<file path="src/design/assert_macros.svh">
// Concurrent assertion helpers; the bodies are empty in synthesis builds.
`ifndef ASSERT_MACROS_SVH
`define ASSERT_MACROS_SVH
`ifndef SYNTHESIS
// Check a property on every rising edge, off while reset is asserted.
`define I3_ASSERT(lbl, clk, rst_n, prop) \
	lbl: assert property (@(posedge clk) disable iff (!rst_n) prop) \
		else $error("%m: property failed");
// Check that a condition never holds on a rising edge.
`define I3_NEVER(lbl, clk, rst_n, cond) \
	`I3_ASSERT(lbl, clk, rst_n, !(cond))
`else
`define I3_ASSERT(lbl, clk, rst_n, prop)
`define I3_NEVER(lbl, clk, rst_n, cond)
`endif
`endif

</file>
<file path="src/design/i3gdp_pkg.sv">
`timescale 1ns / 1ps
package i3gdp_pkg;
	localparam int SUM_WIDTH   = 25;
	localparam int CODE_BITS   = 3;
	localparam int CODE_BIAS   = 4;
	localparam int LO_BITS     = CODE_BITS - 1;
	localparam int OUT_TDATA_W = ((SUM_WIDTH + 7) / 8) * 8;

	typedef logic signed [SUM_WIDTH-1:0] sum_t;

	typedef struct packed {
		logic valid;
		logic last;
	} beat_ctl_t;
endpackage

</file>
<file path="src/design/i3gdp_lane.sv">
`timescale 1ns / 1ps
module i3gdp_lane #(
	parameter int ACT_WIDTH = 16
) (
	input  logic                                  clk,
	input  logic                                  en,
	input  logic [i3gdp_pkg::LO_BITS-1:0]         lo_code,
	input  logic                                  hi_bit,
	input  logic signed [ACT_WIDTH-1:0]           act,
	output i3gdp_pkg::sum_t                       prod_s1
);
	localparam int PW = ACT_WIDTH + i3gdp_pkg::CODE_BITS + 1;

	logic signed [i3gdp_pkg::CODE_BITS:0] weight;
	logic signed [PW-1:0]                 prod;
	i3gdp_pkg::sum_t                      prod_ext;

	// decode the biased code into -4..3
	assign weight = $signed({1'b0, hi_bit, lo_code})
		- $signed((i3gdp_pkg::CODE_BITS + 1)'(i3gdp_pkg::CODE_BIAS));
	assign prod = weight * act;

	generate
		if (PW >= i3gdp_pkg::SUM_WIDTH) begin : g_trunc
			// the sum wraps modulo 2^SUM_WIDTH, so drop the high bits
			assign prod_ext = prod[i3gdp_pkg::SUM_WIDTH-1:0];
		end else begin : g_ext
			assign prod_ext = {{(i3gdp_pkg::SUM_WIDTH - PW){prod[PW-1]}}, prod};
		end
	endgenerate

	always_ff @(posedge clk) begin
		if (en) begin
			prod_s1 <= prod_ext;
		end
	end
endmodule

</file>
<file path="src/design/i3gdp_merge.sv">
`timescale 1ns / 1ps
module i3gdp_merge #(
	parameter int LANES = 8
) (
	input  logic                  clk,
	input  logic                  arst_n,
	input  i3gdp_pkg::beat_ctl_t  in_ctl,
	output logic                  in_ready,
	input  i3gdp_pkg::sum_t       leaf_in [LANES],
	output i3gdp_pkg::beat_ctl_t  out_ctl,
	input  logic                  out_ready,
	output i3gdp_pkg::sum_t       sum_out
);
	// at least one adder level, so a single lane still has a tree of two leaves
	localparam int NLVL = (LANES > 1) ? $clog2(LANES) : 1;
	localparam int P    = 1 << NLVL;

	i3gdp_pkg::sum_t leaf   [P];
	i3gdp_pkg::sum_t node_q [P-1];
	logic [NLVL-1:0] vld_q;
	logic [NLVL-1:0] last_q;
	logic [NLVL-1:0] rdy;
	logic [NLVL-1:0] src_v;
	logic [NLVL-1:0] src_last;
	logic [NLVL-1:0] load;

	genvar j, d, k;
	generate
		for (j = 0; j < P; j++) begin : g_leaf
			if (j < LANES) begin : g_used
				assign leaf[j] = leaf_in[j];
			end else begin : g_pad
				assign leaf[j] = '0;
			end
		end

		// depth 0 is the root; depth NLVL-1 adds pairs of leaves
		for (d = 0; d < NLVL; d++) begin : g_lvl
			if (d == NLVL - 1) begin : g_src_in
				assign src_v[d]    = in_ctl.valid;
				assign src_last[d] = in_ctl.last;
			end else begin : g_src_lvl
				assign src_v[d]    = vld_q[d+1];
				assign src_last[d] = last_q[d+1];
			end

			if (d == 0) begin : g_rdy_root
				assign rdy[d] = !vld_q[d] || out_ready;
			end else begin : g_rdy_lvl
				assign rdy[d] = !vld_q[d] || rdy[d-1];
			end

			assign load[d] = rdy[d] && src_v[d];

			always_ff @(posedge clk or negedge arst_n) begin
				if (!arst_n) begin
					vld_q[d]  <= 1'b0;
					last_q[d] <= 1'b0;
				end else if (rdy[d]) begin
					vld_q[d]  <= src_v[d];
					last_q[d] <= src_last[d];
				end
			end

			for (k = 0; k < (1 << d); k++) begin : g_node
				localparam int N = (1 << d) - 1 + k;
				localparam int C = 2 * N + 1;
				if (d == NLVL - 1) begin : g_from_leaf
					always_ff @(posedge clk) begin
						if (load[d]) begin
							node_q[N] <= leaf[C-(P-1)] + leaf[C+1-(P-1)];
						end
					end
				end else begin : g_from_node
					always_ff @(posedge clk) begin
						if (load[d]) begin
							node_q[N] <= node_q[C] + node_q[C+1];
						end
					end
				end
			end
		end
	endgenerate

	assign in_ready      = rdy[NLVL-1];
	assign out_ctl.valid = vld_q[0];
	assign out_ctl.last  = last_q[0];
	assign sum_out       = node_q[0];
endmodule

</file>
<file path="src/design/int3_group_dot_product.sv">
// int3_group_dot_product: dot product of 3-bit weights with Q3.12 activations.
// Slave channel s_*: one beat carries LANES weights (low code plane, high bit
// plane) and LANES activations; s_tlast marks the final beat of a weight group.
// Master channel m_*: one beat per group, the exact group sum with 12 fraction
// bits, sent after the beat that carried s_tlast. Other beats give no output.
// Throughput: one input beat per cycle, sustained while results are taken
// on m_tready; every lane multiplies in the same cycle and the merge tree
// is pipelined, one adder level per stage. The sum of an s_tlast beat
// reaches m_tvalid through the lane register, each adder tree level (one
// adder level for a single lane) and the output register.
// Stall: each stage has its own valid bit, so input beats keep entering empty
// stages while a finished sum waits on m_tready; s_tready drops only once the
// whole pipe is full behind a held result. The result holds until taken.
// Reset (arst_n low): all valid bits and the running sum clear at once; the
// block is ready for beats as soon as reset is released.
`timescale 1ns / 1ps
`include "assert_macros.svh"
module int3_group_dot_product #(
	parameter int LANES     = 8,
	parameter int ACT_WIDTH = 16
) (
	input  logic                                  clk,
	input  logic                                  arst_n,
	// lo_codes[2*LANES], hi_bits[LANES], act_0..act_(LANES-1)[ACT_WIDTH each]
	input  logic [((3*LANES + LANES*ACT_WIDTH + 7) / 8) * 8 - 1:0] s_tdata,
	input  logic                                  s_tvalid,
	output logic                                  s_tready,
	input  logic                                  s_tlast,  // group_end
	// dot_sum[25]
	output logic [i3gdp_pkg::OUT_TDATA_W-1:0]     m_tdata,
	output logic                                  m_tvalid,
	input  logic                                  m_tready
);
	localparam int LO_W   = i3gdp_pkg::LO_BITS * LANES;
	localparam int ACT_LO = LO_W + LANES;

	// lane stage
	logic                 v_s1;
	logic                 last_s1;
	i3gdp_pkg::sum_t      prod_s1 [LANES];
	logic                 tree_in_ready;
	logic                 s_take;

	// merge tree output and accumulator
	i3gdp_pkg::beat_ctl_t lane_ctl;
	i3gdp_pkg::beat_ctl_t root_ctl;
	i3gdp_pkg::sum_t      root_sum;
	i3gdp_pkg::sum_t      acc_q;
	i3gdp_pkg::sum_t      sum_next;
	i3gdp_pkg::sum_t      dout_q;
	logic                 m_tvalid_q;
	logic                 acc_ready;
	logic                 acc_take;

	assign s_tready = !v_s1 || tree_in_ready;
	assign s_take   = s_tvalid && s_tready;

	// one multiplier per element, all loaded by the same accepted beat
	genvar i;
	generate
		for (i = 0; i < LANES; i++) begin : g_lane
			i3gdp_lane #(
				.ACT_WIDTH (ACT_WIDTH)
			) u_lane (
				.clk     (clk),
				.en      (s_take),
				.lo_code (s_tdata[i3gdp_pkg::LO_BITS*i +: i3gdp_pkg::LO_BITS]),
				.hi_bit  (s_tdata[LO_W + i]),
				.act     ($signed(s_tdata[ACT_LO + ACT_WIDTH*i +: ACT_WIDTH])),
				.prod_s1 (prod_s1[i])
			);
		end
	endgenerate

	// the lane stage holds its beat until the tree takes it
	always_ff @(posedge clk or negedge arst_n) begin
		if (!arst_n) begin
			v_s1    <= 1'b0;
			last_s1 <= 1'b0;
		end else if (s_tready) begin
			v_s1    <= s_tvalid;
			last_s1 <= s_tlast;
		end
	end

	assign lane_ctl.valid = v_s1;
	assign lane_ctl.last  = last_s1;

	i3gdp_merge #(
		.LANES (LANES)
	) u_merge (
		.clk       (clk),
		.arst_n    (arst_n),
		.in_ctl    (lane_ctl),
		.in_ready  (tree_in_ready),
		.leaf_in   (prod_s1),
		.out_ctl   (root_ctl),
		.out_ready (acc_ready),
		.sum_out   (root_sum)
	);

	// A mid-group beat only adds into the running sum and is always taken;
	// a group-end beat needs the output register free (or emptying now).
	assign acc_ready = !root_ctl.last || !m_tvalid_q || m_tready;
	assign acc_take  = root_ctl.valid && acc_ready;
	assign sum_next  = acc_q + root_sum;

	always_ff @(posedge clk or negedge arst_n) begin
		if (!arst_n) begin
			acc_q      <= '0;
			m_tvalid_q <= 1'b0;
		end else begin
			if (acc_take) begin
				// clear at group end so the next group starts from zero
				acc_q <= root_ctl.last ? '0 : sum_next;
			end
			if (acc_take && root_ctl.last) begin
				m_tvalid_q <= 1'b1;
			end else if (m_tready) begin
				m_tvalid_q <= 1'b0;
			end
		end
	end

	// result payload: load on group end, hold otherwise
	always_ff @(posedge clk) begin
		if (acc_take && root_ctl.last) begin
			dout_q <= sum_next;
		end
	end

	assign m_tvalid = m_tvalid_q;
	assign m_tdata  = {{(i3gdp_pkg::OUT_TDATA_W - i3gdp_pkg::SUM_WIDTH){1'b0}}, dout_q};

	// running sum restarts from zero after every emitted group
	`I3_ASSERT(a_acc_clear, clk, arst_n, (acc_take && root_ctl.last) |=> (acc_q == '0))
	// a result appears only from a group-end beat leaving the tree
	`I3_ASSERT(a_out_src, clk, arst_n, $rose(m_tvalid_q) |-> $past(acc_take && root_ctl.last))
	// the emitted sum is the accumulator plus the final beat's products
	`I3_ASSERT(a_out_val, clk, arst_n, (acc_take && root_ctl.last) |=> (dout_q == $past(sum_next)))
	// a lane beat the tree cannot take yet stays in the lane stage
	`I3_ASSERT(a_lane_hold, clk, arst_n, (v_s1 && !tree_in_ready) |=> v_s1)
endmodule
</file>
<file path="config.mk">
export PLATFORM = sky130hd
export DESIGN_NAME = int3_group_dot_product
export DESIGN_NICKNAME = d
export VERILOG_FILES = /design/src/design/i3gdp_pkg.sv /design/src/design/i3gdp_lane.sv /design/src/design/i3gdp_merge.sv /design/src/design/int3_group_dot_product.sv
export VERILOG_INCLUDE_DIRS = /design/src /design/src/design
export SDC_FILE = /design/constraint.sdc
export NUM_CORES = 2
export LEC_CHECK = 0
export ABC_AREA = 1
export BUFFER_PORTS_ARGS = -buffer_cell sky130_fd_sc_hd__buf_4
export CAP_MARGIN = 10
export CORE_ASPECT_RATIO = 1.2
export CORE_MARGIN = 4
export CORE_UTILIZATION = 35
export CTS_BUF_LIST = sky130_fd_sc_hd__clkbuf_8
export DETAILED_ROUTE_END_ITERATION = 7
export GPL_TIMING_DRIVEN = 0
export PLACE_DENSITY = 0.55
export RECOVER_POWER = 25
export SKIP_LAST_GASP = 1
export SLEW_MARGIN = 20
export SYNTH_ARGS = -nofsm -noshare
export SYNTH_HDL_FRONTEND = slang
export SYNTH_SLANG_ARGS = --single-unit
</file>
<file path="constraint.sdc">
create_clock -name clk -period 10.3 [get_ports clk]
set_input_delay 2.06 -clock clk [delete_from_list [all_inputs] [get_ports clk]]
set_output_delay 2.06 -clock clk [all_outputs]
set_load 0.005 [all_outputs]
</file>
======== Word-level counts from Yosys, hierarchy flattened ========
Memory sizes are Yosys's and may differ from the RTL's.
Index checks and enable logic that the tools add are counted.
word-level totals
  bits of input ports ..................... 157
  bits in writable memories ............... 175
  flip-flop bits (word level) ............. 219
  logic and storage cells ................. 72
  memories ................................ 1
memory list
  name            words  bits a word  rd ports  clocked after Yosys merged registers in  wr ports  RTL line           RTL
  u_merge.node_q  7      25           7         0                                        7         i3gdp_merge.sv:19  i3gdp_pkg::sum_t node_q [P-1];
operators by class
  multipliers ............................. 8
  reductions and logical operators ........ 19
  muxes and demuxes ....................... 9
  $add $sub $neg .......................... 16
operator list
  kind                 count
  $mul 4x16->20        8
  $add 25x25->25       4
  $add 20x20->21       4
  $sub 3x3->4 const B  8
  $mux 25              1
  $mux 1               8
  $logic_and 1x1->1    6
  $logic_not 1->1      6
  $logic_or 1x1->1     6
  $reduce_bool 2->1    1

======== Longest topological paths before layout ========
  depth in word-level cells ............... 9
  gate-level depth with buffers ........... 19
  depth with buffers taken out ............ 18

======== Cells and area by module ========
Synthesis repeated with hierarchy kept, for this count alone.
second synthesis, totals
  cells, all modules ...................... 6649
  area total of the unflattened synthesis .. 46293.1 um^2
modules (own cells, without submodules)
  module                              area an instance (um^2)  instances  cells each
  i3gdp_merge                         18013.5                  1          2839
  i3gdp_lane at g_lane[4].u_lane ...  3061.7                   3          411
  int3_group_dot_product              3812.4                   1          543
  i3gdp_lane at g_lane[3].u_lane      3109.2                   1          410
  i3gdp_lane at g_lane[1].u_lane      3066.7                   1          410
  i3gdp_lane at g_lane[7].u_lane      3040.4                   1          407
  i3gdp_lane at g_lane[0].u_lane      3035.4                   1          404
  i3gdp_lane at g_lane[2].u_lane      3030.4                   1          403

======== Worst setup path after synthesis ========
No wires, ideal clock.
  path type ............................... input to register
  start point ............................. in m_tready
  end point ............................... reg g_lane[0].u_lane.prod_s1[0], enable pin
  data required time ...................... 9.568 ns
  arrival time ............................ 10.079 ns
  path slack .............................. -0.511 ns
  stages .................................. 6
  path through ............................ nor2_1 nand2_1 nor2_1 nand2_1 nor2_1 a21oi_1
between the ends
  word-level cells in the longest chain between the ends .. 6
RTL lines
  element                         RTL line                       RTL
  start: declaration              int3_group_dot_product.sv:32   input logic m_tready
  $logic_or 1x1->1                int3_group_dot_product.sv:104  assign acc_ready = !root_ctl.last || !m_tvalid_q || m_tready;
  $logic_or 1x1->1                i3gdp_merge.sv:48              assign rdy[d] = !vld_q[d] || out_ready;
  $logic_or 1x1->1 (2 in series)  i3gdp_merge.sv:50              assign rdy[d] = !vld_q[d] || rdy[d-1];
  $logic_or 1x1->1                int3_group_dot_product.sv:55   assign s_tready = !v_s1 || tree_in_ready;
  $logic_and 1x1->1               int3_group_dot_product.sv:56   assign s_take = s_tvalid && s_tready;
  via g_lane[0].u_lane.en         i3gdp_lane.sv:6                input logic en,
  end signal: assignment          i3gdp_lane.sv:34               prod_s1 <= prod_ext;
  end: declaration                i3gdp_lane.sv:10               output i3gdp_pkg::sum_t prod_s1
The timed path passes the listed nets, and every way through them passes these cells.
A chain may end at the register's enable or synchronous reset.

======== Worst setup path after layout ========
  start point ............................. in s_tdata[13]
  end point ............................... reg g_lane[6].u_lane.prod_s1[15] (data pin)
between the ends
  word-level cells in the longest chain between the ends .. 2
RTL lines
  element                        RTL line                      RTL
  start: declaration             int3_group_dot_product.sv:25  input logic [((3*LANES + LANES*ACT_WIDTH + 7) / 8) * 8 - 1:0] s_tdata,
  $sub 3x3->4                    i3gdp_lane.sv:20              - $signed((i3gdp_pkg::CODE_BITS + 1)'(i3gdp_pkg::CODE_BIAS));
  $mul 4x16->20                  i3gdp_lane.sv:21              assign prod = weight * act;
  via g_lane[6].u_lane.prod[15]  i3gdp_lane.sv:15              logic signed [PW-1:0] prod;
  end signal: assignment         i3gdp_lane.sv:34
  end: declaration               i3gdp_lane.sv:10
The timed path passes the listed nets, and every way through them passes these cells.

==> results.cfg <==
[status]
status = finished, violations left
violations = max-capacitance violations, max-slew violations

[sta]
fin_skew_ps = 41.6
layout_min_cycle_time_ps = 5670
hold_ws_ps = 479
setup_slack_ps = 4630
finalCritPeriodShare_pct = 55.1
setup_viol = 0
rsz0062_at_grt = false
timing.slew.headroom_pct = -32.9
tns_ps = 0
finalHoldViolations = 0
tightest_slew_ps = 1990
drv_slew = 35
max_freq_ghz = 0.176

[route]
drt_iter0_markers = 1507
wl_um = 94700
viasPerCell = 4.72
drc = 0
wl_per_cell_um = 14.2
ant_nets = 0
drtPass1Iterations = 6
vias = 31527

[cts]
path_clk_slew_ps = 50
root_buffer = clkbuf_8
clock_latency_ps = 650
cts_made_buffers = 70
cts.repair.resized = 0
cts_setup_buffers = 0
cts_tree = yes
ctsHoldBuffers = 0
clkSinkCount = 378
htree_num_levels = 3
ctsLongestPathBuffers = 3

[power]
finalPower_mw = 11.5
power.leakage_nw = 23.3
power_density_nw_per_um2 = 260
vdd_drop_max_mv = 0.104

[die]
start_util_pct = 35.4
die_h_um = 376
die_area_sq_um = 118000
fp.dieW_um = 314
rows = 134
fp.coreArea_sq_um = 111000
ioPinCount = 191

[yosys]
yosys_warnings = 0
ys_ff_latch = 378
synth_commonest_cells = nand2_1, inv_1, nor2_1
yosys.area.top_type_share_pct = 26.2
synth_top_family_by_area = adder cells
synthFlopType = edfxtp_1
avgSynthCellArea_sq_um = 8.09
yosys.area_share.simple_pct = 21.9
synth_edf_count = 344
synth-compound-area-share_pct = 7.66
ys_types = 41
muxShareOfSynthArea_pct = 0
syn_inst = 4877
ys_async_sr_fraction_pct = 8.99
synthXorXnorAreaFrac_pct = 5.31
ys_seq_area_share_pct = 28.3
yosysMostFrequentCell = nand2_1
synth_top_cell_by_area = edfxtp_1
synthTopCellsByArea = edfxtp_1, ha_1, fa_1, nand2_1, inv_1
syn_area_sq_um = 39400
synth-adder-area-share_pct = 28.5

[critical_path]
cp.required_ps = 10640
startpoint_type = input pin
path_class = in -> reg
cp.arrival_ps = 6020
cp-end-kind = flop
r2r_slack_ps = 7200
cp_max_fo = 10

[placed_design]
hpwl_um = 79800
dp_slack_ps = 4000
gp_congestion = 0.906
io_buffers = 167
dpl.cell_count = 6555

[final_layout]
n_fill_cell = 11578
area_delta_synth_final_pct = 12.2
nets = 6018
layout-drive-gt1-share_pct = 5.83
fin_cells = 6679
final-seq-area_sq_um = 11200
multi_input_area_sq_um = 25000

[global_routing]
grt_max_degree = 55
grt_use_total_pct = 16.1
antenna_found_initial = 1
grt_pass1_vias = 31975
overflow = 0
grt_first_pass_wirelength_um = 158000

[flow_run]
drv_cap = 1

[hold_path]
worstHoldPathType = reg -> reg
stage by stage:
step / cell area (sq um) / util, %
after floorplan: 39500 / -
after global placement: 42600 / 38.2
after detailed placement: 42900 / 38.4
after CTS: 44300 / 39.7
after global routing: 44300 / 39.7
final: 44300 / 39.7
registers in the layout (all words and copies together), names as in the netlist:
name,flops
acc_q,25
dout_q,25
g_lane.u_lane.prod_s1,160
last_s1,1
m_tvalid,1
u_merge.last_q,2
u_merge.node_q,159
u_merge.out_ctl,2
u_merge.src_v,2
v_s1,1
worst paths after layout:
path                             startpoint                            to  cells past startpoint
min in group asynchronous            arst_n                       last_s1                      1
worst min-delay path              acc_q[16]                     acc_q[16]                      2
worst max-delay path            s_tdata[13]  g_lane[6].u_lane.prod_s1[15]                     16
max in group asynchronous            arst_n                     acc_q[22]                      1
worst min register to register    acc_q[16]                     acc_q[16]                      2
worst max register to register     m_tvalid   g_lane[0].u_lane.prod_s1[7]                     14
worst max-delay path, stage by stage:
cell and delay (ps):
clkbuf_1 360, clkbuf_1 450, nand2_1 150, fa_1 580, fa_1 440, fa_1 500
inv_1 50, ha_1 230, fa_1 470, nand3_1 90, nand2_1 110, nand3_1 100
nand2_1 130, nand2_1 80, nand2_1 60, xor2_1 160
final cells by class:
| class | count | share of cell area [%] |
|---|---|---|
| antenna | 1 | 0.00565 |
| clock inverter | 47 | 0.907 |
| buffer | 67 | 0.636 |
| timing repair buffer | 176 | 3.37 |
| multi-input combinational | 3641 | 56.5 |
| clock buffer | 76 | 2.36 |
| sequential | 378 | 25.3 |
| tap | 1496 | 4.23 |
| inverter | 797 | 6.77 |
kinds of logic (layout without fill, tap and decap cells):
logic type	Yosys count	in the layout
AO/OA/AOI/OAI	559	559
flip-flops	378	378
XOR/XNOR	239	239
buffers and inverters	864	1163
AND/OR/NAND/NOR	2106	2106
adder cells (fa/ha/maj)	730	730
other	1	8
cells in the final DEF, fill, tap and decap left out, drive strengths merged:
cell type  synthesis  routed
conb               1       7
buf                7     181
o21bai            25      25
nand4             84      84
o21ai            136     136
a21o              22      22
nor4               2       2
inv              796     811
nand3b            12      12
and2              26      26
nor2             492     492
fa               280     280
dfrtp             34      34
and3               1       1
a22o               5       5
or2                8       8
nor3              40      40
a31oi              6       6
a21oi            341     341
nand3            228     228
nand2           1213    1213
o21a               4       4
diode              0       1
a21boi             5       5
clkinv             1      21
bufinv             0       7
edfxtp           344     344
xor2             165     165
o31ai             15      15
ha               450     450
clkbuf            60     138
xnor2             74      74
clkinvlp           0       5
power by group:
group          switching, mW  internal [mW]
combinational           4.46           2.55
clock                  0.645          0.858
sequential             0.279           2.72
layer usage:
metal	wire length, um	up-vias	part of all wire (%)	global-route usage [%]
met5	0	-	0	0
met3	2950	119	3.1	1.73
li1	-	16274	-	-
met4	1960	0	2.1	4.10
met1	43500	14679	46	21.1
met2	46300	455	49	28.5
(Power assumes the default switching activity.)
